[src/design/fqs_pkg.sv]
// Package with the shared types and constants of the searchable FIFO queue.
package fqs_pkg;

    localparam int unsigned VALUE_W = 32;
    localparam int unsigned KIND_W  = 2;
    localparam int unsigned STAT_W  = 2;
    localparam int unsigned POS_W   = 4;
    localparam int unsigned OCC_W   = 5;

    typedef enum logic [KIND_W-1:0] {
        KIND_ENQUEUE = 2'd0,
        KIND_DEQUEUE = 2'd1,
        KIND_SEARCH  = 2'd2,
        KIND_NOP     = 2'd3
    } t_kind;

    typedef enum logic [STAT_W-1:0] {
        STAT_OK        = 2'd0,
        STAT_EMPTY     = 2'd1,
        STAT_FULL      = 2'd2,
        STAT_NOT_FOUND = 2'd3
    } t_status;

    typedef enum logic [1:0] {
        S_IDLE,
        S_DEQUEUE,
        S_SEARCH
    } t_state;

endpackage

[src/design/fifo_queue_with_search.sv]
// Top level of the bounded FIFO queue of signed values with linear search.
//
// One command channel and one result channel. A command (i_kind, i_value)
// is taken at a rising edge where start is high and busy is low. Every
// command yields exactly one result, shown for one cycle with o_valid high;
// the receiver cannot hold results off, so it must take them as they come.
// Enqueue, refused enqueue, empty dequeue, empty search and the unused kind
// give their result in the cycle after the transfer and busy stays low, so
// such commands can follow every cycle. A dequeue first reads the head
// entry through the synchronous read port of the entry memory and then, in
// state S_DEQUEUE, passes it to the result registers. A search reads one
// stored entry per cycle from the head onward through the single read port
// of the entry memory and ends at the first match or after the last stored
// entry. While busy is high no command is taken. Reset empties the queue
// (head and count clear) and drops any command in progress; the entry memory
// is not cleared, and only entries that have been written are ever used.
module fifo_queue_with_search #(
    parameter int unsigned DEPTH = 16
) (
    input  logic                                i_clk,
    input  logic                                i_rst_n,
    input  logic                                start,
    output logic                                busy,
    input  logic [fqs_pkg::KIND_W-1:0]          i_kind,
    input  logic signed [fqs_pkg::VALUE_W-1:0]  i_value,
    output logic                                o_valid,
    output logic [fqs_pkg::STAT_W-1:0]          o_status,
    output logic signed [fqs_pkg::VALUE_W-1:0]  o_data,
    output logic [fqs_pkg::POS_W-1:0]           o_position,
    output logic [fqs_pkg::OCC_W-1:0]           o_occupancy
);

    localparam int unsigned AW = (DEPTH > 1) ? $clog2(DEPTH) : 1;
    localparam int unsigned CW = $clog2(DEPTH + 1);

    logic [fqs_pkg::VALUE_W-1:0] mem [DEPTH];

    fqs_pkg::t_state r_state, n_state;
    logic [AW-1:0]   r_head, n_head;
    logic [CW-1:0]   r_count, n_count;
    logic [AW-1:0]   r_idx, n_idx;
    logic [fqs_pkg::VALUE_W-1:0] r_key, n_key;
    logic [fqs_pkg::VALUE_W-1:0] r_rd_data;

    logic                        r_valid, n_valid;
    logic [fqs_pkg::STAT_W-1:0]  r_status, n_status;
    logic [fqs_pkg::VALUE_W-1:0] r_data, n_data;
    logic [fqs_pkg::POS_W-1:0]   r_position, n_position;
    logic [fqs_pkg::OCC_W-1:0]   r_occupancy, n_occupancy;

    logic          mem_we;
    logic [AW-1:0] wr_addr;
    logic [AW-1:0] rd_addr;
    logic [AW:0]   idx_next;
    logic          full;
    logic          empty;
    logic          hit;
    logic          last;
    logic [31:0]   pos_wide;
    logic [31:0]   occ_wide;
    logic [AW-1:0] res_pos;
    logic [CW-1:0] res_occ;

    function automatic logic [AW-1:0] wrap(input logic [AW:0] x);
        logic [AW:0] lim;
        lim = (AW+1)'(DEPTH);
        if (x >= lim) begin
            return AW'(x - lim);
        end
        return AW'(x);
    endfunction

    assign full     = (r_count == CW'(DEPTH));
    assign empty    = (r_count == '0);
    assign idx_next = (AW+1)'(r_idx) + (AW+1)'(1);
    assign hit      = (r_rd_data == r_key);
    assign last     = (idx_next == (AW+1)'(r_count));
    assign wr_addr  = wrap((AW+1)'(r_head) + (AW+1)'(r_count));
    assign pos_wide = 32'(res_pos);
    assign occ_wide = 32'(res_occ);

    always_comb begin
        n_state     = r_state;
        n_head      = r_head;
        n_count     = r_count;
        n_idx       = r_idx;
        n_key       = r_key;
        n_valid     = 1'b0;
        n_status    = r_status;
        n_data      = r_data;
        n_position  = r_position;
        n_occupancy = r_occupancy;
        mem_we      = 1'b0;
        rd_addr     = r_head;
        res_pos     = '0;
        res_occ     = r_count;
        unique case (r_state)
            fqs_pkg::S_IDLE: begin
                if (start) begin
                    n_valid  = 1'b1;
                    n_status = fqs_pkg::STAT_OK;
                    n_data   = '0;
                    n_idx    = '0;
                    n_key    = i_value;
                    unique case (fqs_pkg::t_kind'(i_kind))
                        fqs_pkg::KIND_ENQUEUE: begin
                            if (full) begin
                                n_status = fqs_pkg::STAT_FULL;
                            end else begin
                                mem_we  = 1'b1;
                                n_count = r_count + CW'(1);
                                res_occ = n_count;
                            end
                        end
                        fqs_pkg::KIND_DEQUEUE: begin
                            if (empty) begin
                                n_status = fqs_pkg::STAT_EMPTY;
                            end else begin
                                n_valid = 1'b0;
                                n_state = fqs_pkg::S_DEQUEUE;
                            end
                        end
                        fqs_pkg::KIND_SEARCH: begin
                            if (empty) begin
                                n_status = fqs_pkg::STAT_NOT_FOUND;
                            end else begin
                                n_valid = 1'b0;
                                n_state = fqs_pkg::S_SEARCH;
                            end
                        end
                        fqs_pkg::KIND_NOP: begin
                        end
                        default: begin
                        end
                    endcase
                end
            end
            fqs_pkg::S_DEQUEUE: begin
                n_valid  = 1'b1;
                n_status = fqs_pkg::STAT_OK;
                n_data   = r_rd_data;
                n_head   = wrap((AW+1)'(r_head) + (AW+1)'(1));
                n_count  = r_count - CW'(1);
                res_occ  = n_count;
                n_state  = fqs_pkg::S_IDLE;
            end
            fqs_pkg::S_SEARCH: begin
                rd_addr = wrap((AW+1)'(r_head) + idx_next);
                if (hit) begin
                    n_valid  = 1'b1;
                    n_status = fqs_pkg::STAT_OK;
                    res_pos  = r_idx;
                    n_state  = fqs_pkg::S_IDLE;
                end else if (last) begin
                    n_valid  = 1'b1;
                    n_status = fqs_pkg::STAT_NOT_FOUND;
                    n_state  = fqs_pkg::S_IDLE;
                end else begin
                    n_idx = AW'(idx_next);
                end
            end
            default: begin
                n_state = fqs_pkg::S_IDLE;
            end
        endcase
        if (n_valid) begin
            n_position  = pos_wide[fqs_pkg::POS_W-1:0];
            n_occupancy = occ_wide[fqs_pkg::OCC_W-1:0];
        end
    end

    always_ff @(posedge i_clk) begin
        if (mem_we) begin
            mem[wr_addr] <= i_value;
        end
        r_rd_data <= mem[rd_addr];
    end

    always_ff @(posedge i_clk) begin
        if (!i_rst_n) begin
            r_state <= fqs_pkg::S_IDLE;
            r_head  <= '0;
            r_count <= '0;
            r_valid <= 1'b0;
        end else begin
            r_state <= n_state;
            r_head  <= n_head;
            r_count <= n_count;
            r_valid <= n_valid;
        end
    end

    always_ff @(posedge i_clk) begin
        r_idx       <= n_idx;
        r_key       <= n_key;
        r_status    <= n_status;
        r_data      <= n_data;
        r_position  <= n_position;
        r_occupancy <= n_occupancy;
    end

    assign busy        = (r_state != fqs_pkg::S_IDLE);
    assign o_valid     = r_valid;
    assign o_status    = r_status;
    assign o_data      = r_data;
    assign o_position  = r_position;
    assign o_occupancy = r_occupancy;

endmodule

[config.mk]
export PLATFORM = sky130hd
export DESIGN_NAME = fifo_queue_with_search
export DESIGN_NICKNAME = d
export VERILOG_FILES = /design/src/design/fqs_pkg.sv /design/src/design/fifo_queue_with_search.sv
export SDC_FILE = /design/constraint.sdc
export NUM_CORES = 1
export LEC_CHECK = 0
export ABC_AREA = 1
export CAP_MARGIN = 30
export CORE_AREA = 2 2 206 208
export DETAILED_ROUTE_END_ITERATION = 12
export DIE_AREA = 0 0 208 210
export DONT_BUFFER_PORTS = 1
export PLACE_DENSITY = 0.76
export SYNTH_ARGS = -nofsm -noshare
export SYNTH_HDL_FRONTEND = slang
export SYNTH_SLANG_ARGS = --single-unit
export TNS_END_PERCENT = 30
[constraint.sdc]
create_clock -name i_clk -period 4.4 [get_ports i_clk]
set_input_delay 0.88 -clock i_clk [delete_from_list [all_inputs] [get_ports i_clk]]
set_output_delay 0.88 -clock i_clk [all_outputs]
set_load 0.005 [all_outputs]
# == Word-level counts from Yosys, hierarchy flattened ==
# Memory sizes are Yosys's and may differ from the RTL's. A register that Yosys moved wholly into a read port is not among the register bits.
# Cells that the tools add are included.
# Widths: inputs -> output; s select.
# op_classes
addsub,9
magnitude_cmp,3
n_eq_ne,14
mux,49
n_reduce_logical,14
# op_table
cell,n
$pmux 32 s2,1
$mux 4,10
$eq 32x32->1,1
$mux 32,1
$mux 2,10
$mux 1,17
$ge 5x5->1 const B,3
$mux 5,3
$pmux 2 s3,2
$sub 4x1->4 const B,3
$add 4x1->5 const B,2
$add 4x5->5,2
$pmux 5 s2,1
$ne 3x3->1 const B,3
$pmux 2 s2,2
$pmux 4 s2,1
$ne 2x2->1 const B,3
$reduce_and 2->1,3
$reduce_bool 2->1,3
$add 5x1->5 const B,1
$eq 5x5->1,1
$eq 5x5->1 const B,1
$logic_not 5->1,1
$reduce_and 5->1,1
10 further kinds,13
# word_totals
regBits,91
mem_bits_rw,512
word_cells,100
memories,1
# memory_table
memory,words,width,read_ports,rd_clocked_by_memory_dff,write_ports,line_no,text
mem,16,32,1,1,1,fifo_queue_with_search.sv:36,logic [fqs_pkg::VALUE_W-1:0] mem [DEPTH];

# == Longest topological paths before layout ==
# logic_depth
ltp_word,7
mapped_depth,16
mapped_depth_nobuf,15

# == Worst setup path after synthesis ==
# Ideal clock, no wire load.
# synth_path
path_type,input to register
startpoint,in i_kind[0] (netlist bit)
endpoint,"mem mem[2][0] (netlist bit), enable pin"
setup_time_ps,421
arrival_ps,3025
setup_slack_ps,954
cell_stages,8
cell_sequence,inv_1 -> ha_1 -> nand2_1 -> nor2_1 -> nand2_1 -> inv_1 -> nand3_1 -> nor2_1
# synth_via
elab_chain_len,6
# synth_rtl
element,line_no,text
"start, declared",fifo_queue_with_search.sv:24,"input logic [fqs_pkg::KIND_W-1:0] i_kind,"
$logic_not 2->1,fifo_queue_with_search.sv:105,unique case (fqs_pkg::t_kind'(i_kind))
$mux 1,fifo_queue_with_search.sv:105,
$mux 1,fifo_queue_with_search.sv:99,if (start) begin
$mux 1,fifo_queue_with_search.sv:97,unique case (r_state)
$mux 1,fifo_queue_with_search.sv:173,if (mem_we) begin
$mux 1 (implied by the code),fifo_queue_with_search.sv:174,mem[wr_addr] <= i_value;
"end, declared",fifo_queue_with_search.sv:36,
# Every way passes these cells.

# == Worst setup path in the final report ==
# layout_path
startpoint,reg r_idx[0]
endpoint,reg r_rd_data[6] (netlist bit) (read register of mem)
# layout_via
elab_chain_len,7
word_cells_on_any_way,9
# layout_rtl
element,line_no,text
"start, declared",fifo_queue_with_search.sv:41,"logic [AW-1:0] r_idx, n_idx;"
"start signal, assigned",fifo_queue_with_search.sv:194,r_idx <= n_idx;
$add 4x1->5 *,fifo_queue_with_search.sv:75,assign idx_next = (AW+1)'(r_idx) + (AW+1)'(1);
net idx_next[1],fifo_queue_with_search.sv:54,logic [AW:0] idx_next;
$add 4x5->5 *,fifo_queue_with_search.sv:148,rd_addr = wrap((AW+1)'(r_head) + idx_next);
$ge 5x5->1,fifo_queue_with_search.sv:67,if (x >= lim) begin
$mux 1,fifo_queue_with_search.sv:67,
$mux 1,fifo_queue_with_search.sv:97,
$mux 4 *,fifo_queue_with_search.sv:70,return AW'(x);
$mux 4 *,fifo_queue_with_search.sv:97,
"end, declared",fifo_queue_with_search.sv:43,logic [fqs_pkg::VALUE_W-1:0] r_rd_data;
# The timed path passes the listed nets; every way through them passes the cells marked *. The select of a mux whose other input is x is not followed.
# A chain may end at the register's enable or synchronous reset.

==> results.toml <==
[cts]
cts_tree = "done"
cts_root_buffer = "clkbuf_16"
cts_setup_buffers = 0
cts_resized = 0
cts_made_buffers = 66
clk_latency_ps = 590
clk_path_buf_depth = 3
htree_levels = 3
ctsHoldBuffers = 0
cts.sink_count = 635
cts.clk_slew.worst_paths_ps = 70

[setup_path]
crit_arrival_ps = 3980
rr_endpoint = "r_rd_data[6]"
r2r_cells = 11
path_max_fanout = 30
cp.required_ps = 4830
critical_path_class = "flop to flop"
crit_path_start_kind = "flop"
r2r_start = "r_idx[0]"
r2r_slack_ps = 850
cp-end-kind = "flop"
crit_start = "r_idx[0]"

[hold_path]
min_from = "i_value[2]"
holdPathStages = 0
hold_end = "mem[9][2]"
hp-class = "primary input to flop"

[detailed_routing]
final_antenna_net_count = 0
drc = 0
wl_per_cell_um = 22.60
num_vias = 16350
via_per_inst = 6.136
first_pass_iters = 6
drt_iter0_drc = 1770
wl_um = 60230

[timing]
setup_viol = 0
fin_crit_ps = 3549
maxClockFrequency_mhz = 281.7
worst-slew-pin-transition_ps = 1018
fin_crit_sh = 0.8067
rsz0062_at_grt = "false"
relSlewSlack = 0.3202
hold_viol_final = 0
setup_slack_ps = 850.7
setup_tns_ps = 0
maxSlewViolCount = 0
fin_worst_skew_ps = 24.14

[power]
p_int_w = 0.01242
cellLeakagePower_nw = 10.18
p_per_area_mw_per_mm2 = 664.3
irDropWorstVdd_v = 0.0004619
combinationalPowerShare = 0.305
switching_share = 0.3466
seqPwrFrac = 0.408
netSwitchingPower_w = 0.006588
clock_power_share = 0.287

[logic_synthesis]
mappedNetlistNets = 2147
synthCells = 2089
ys_warn_count = 0
yosysSeqAreaShare = 0.7214
synth_flop_cell = "edfxtp_1"
avgSynthCellArea_um2 = 12.36
syn_area_mm2 = 0.02582
synth-async-reset-ratio = 0
synth_cell_types = 37
ys_ff_latch = 635
synth-edff-count = 591

[cells_and_area]
drive_above_1_share = 0.07949
num_antenna_cells = 0
post_layout_nonfiller_instances = 2665
final_common_cell = "edfxtp_1"
layout_common_cells = "edfxtp_1, a21oi_1, nand2_1"
area_growth_pct = 10.82
num-fill-cells = 2780
nets = 2135

[global_route]
antenna_found_initial = 0
first_global_vias = 15640
grt_overflow = 0
grt_max_degree = 78
grt_use_total = 0.2771
grt_pass1_wl_um = 91470

[place]
io_buffers = 0
dpl_worst_slack_ps = 877.0
dp.cells = 2548
gp_congestion = 0.8415
place_hpwl_um = 34480

[floorplan]
die_x_um = 208
io-pin-count = 82
die_y_um = 210
core_area_mm2 = 0.04148
placement_rows = 75
start_util = 0.6225
die_area_mm2 = 0.04368

[status]
status = "completed"

[flow_run]
maxCapViolations = 0
==> layout make-up <==
cell class | count | area [um^2] | share of cell area
well taps | 539 | 674.4 | 0.02357
multi-input cells | 1092 | 5831 | 0.2038
flip-flops and latches | 635 | 18630 | 0.6510
clock buffers | 83 | 1757 | 0.06139
inverters | 241 | 907.1 | 0.03170
clock inverters | 34 | 359.1 | 0.01255
repair buffers | 41 | 457.9 | 0.01600
==> flip-flops by register name, summed over array words and instances, names as in the netlist <==
register / cells
o_occupancy: 5
o_data: 32
mem: 512
r_count: 5
r_state: 2
o_status: 2
r_idx: 4
o_valid: 1
r_rd_data: 32
r_key: 32
r_head: 4
o_position: 4
==> worst max-delay path by stage <==
| stage | end | slack (ps) | depth (start not counted) |
|---|---|---|---|
| after floorplan | mem[2][0] | 950 | 8 |
| after global routing | r_rd_data[6] | 680 | 11 |
| after global placement | r_rd_data[6] | 910 | 11 |
| final | r_rd_data[6] | 850 | 11 |
| after detailed placement | r_rd_data[6] | 880 | 11 |
| after CTS | r_rd_data[6] | 860 | 11 |
==> synthesized netlist by cell type (all sizes together), types with 3 or more instances <==
cell	number	area, um^2
a21oi	333	1667
o21ai	208	1052
inv	241	907.1
nand2	251	978.4
nand4	6	37.54
o211ai	84	630.6
nor2	59	221.5
dfxtp	44	880.8
nor3	7	35.03
xnor2	26	227.7
ha	19	237.7
edfxtp	591	17750
buf	76	436.7
clkbuf	45	168.9
or2	3	18.77
nand3	61	310.3
xor2	4	35.03
o22ai	22	137.6
==> routing by layer <==
| layer | GRT usage | wire length (um) | up-vias |
|---|---|---|---|
| met4 | 0.1135 | 1861 | 0 |
| met5 | 0 | 0 | - |
| met2 | 0.4406 | 28710 | 943 |
| met3 | 0.05229 | 6405 | 121 |
| li1 | - | - | 7435 |
| met1 | 0.3832 | 23250 | 7854 |
==> cells by family (layout without fill, tap and decap cells) <==
kind of cell	Yosys count	after routing	synth area share
xor+xnor	30	30	0.01018
flops	635	635	0.7214
buf+inv	362	399	0.05858
fa+ha+maj	21	21	0.01076
simple gates	390	390	0.06280
compound gates	651	651	0.1363
==> power groups by stage <==
stage / Clock [W] / Sequential, W / Combinational (W)
final: 0.00546 / 0.00775 / 0.00580
after global routing: 0.00574 / 0.00780 / 0.00638
after CTS: 0.00551 / 0.00775 / 0.00573
after detailed placement: 0 / 0.00787 / 0.00567
after global placement: 0 / 0.00785 / 0.00548
after floorplan: 0 / 0.00771 / 0.00419
==> metrics by stage <==
step	hold slack (ps)	util	total power (W)	cell area (um^2)
floorplan	502.2	-	0.01191	25820
global placement	519.6	0.6389	0.01334	26500
detailed placement	528.6	0.6389	0.01354	26500
CTS	359.5	0.6899	0.01899	28610
global route	363.5	0.6899	0.01992	28610
finish	380.6	0.6899	0.01901	28610
==> critical path, stage by stage (launching register included) <==
cell and delay, ps:
edfxtp_1 500, ha_1 410, inv_1 80, fa_1 380, xor2_1 170, nand2_1 100
o21ai_4 80, inv_2 600, buf_4 400, nand2_1 140, o22ai_1 400, a21oi_1 110
(Power assumes the default switching activity.)
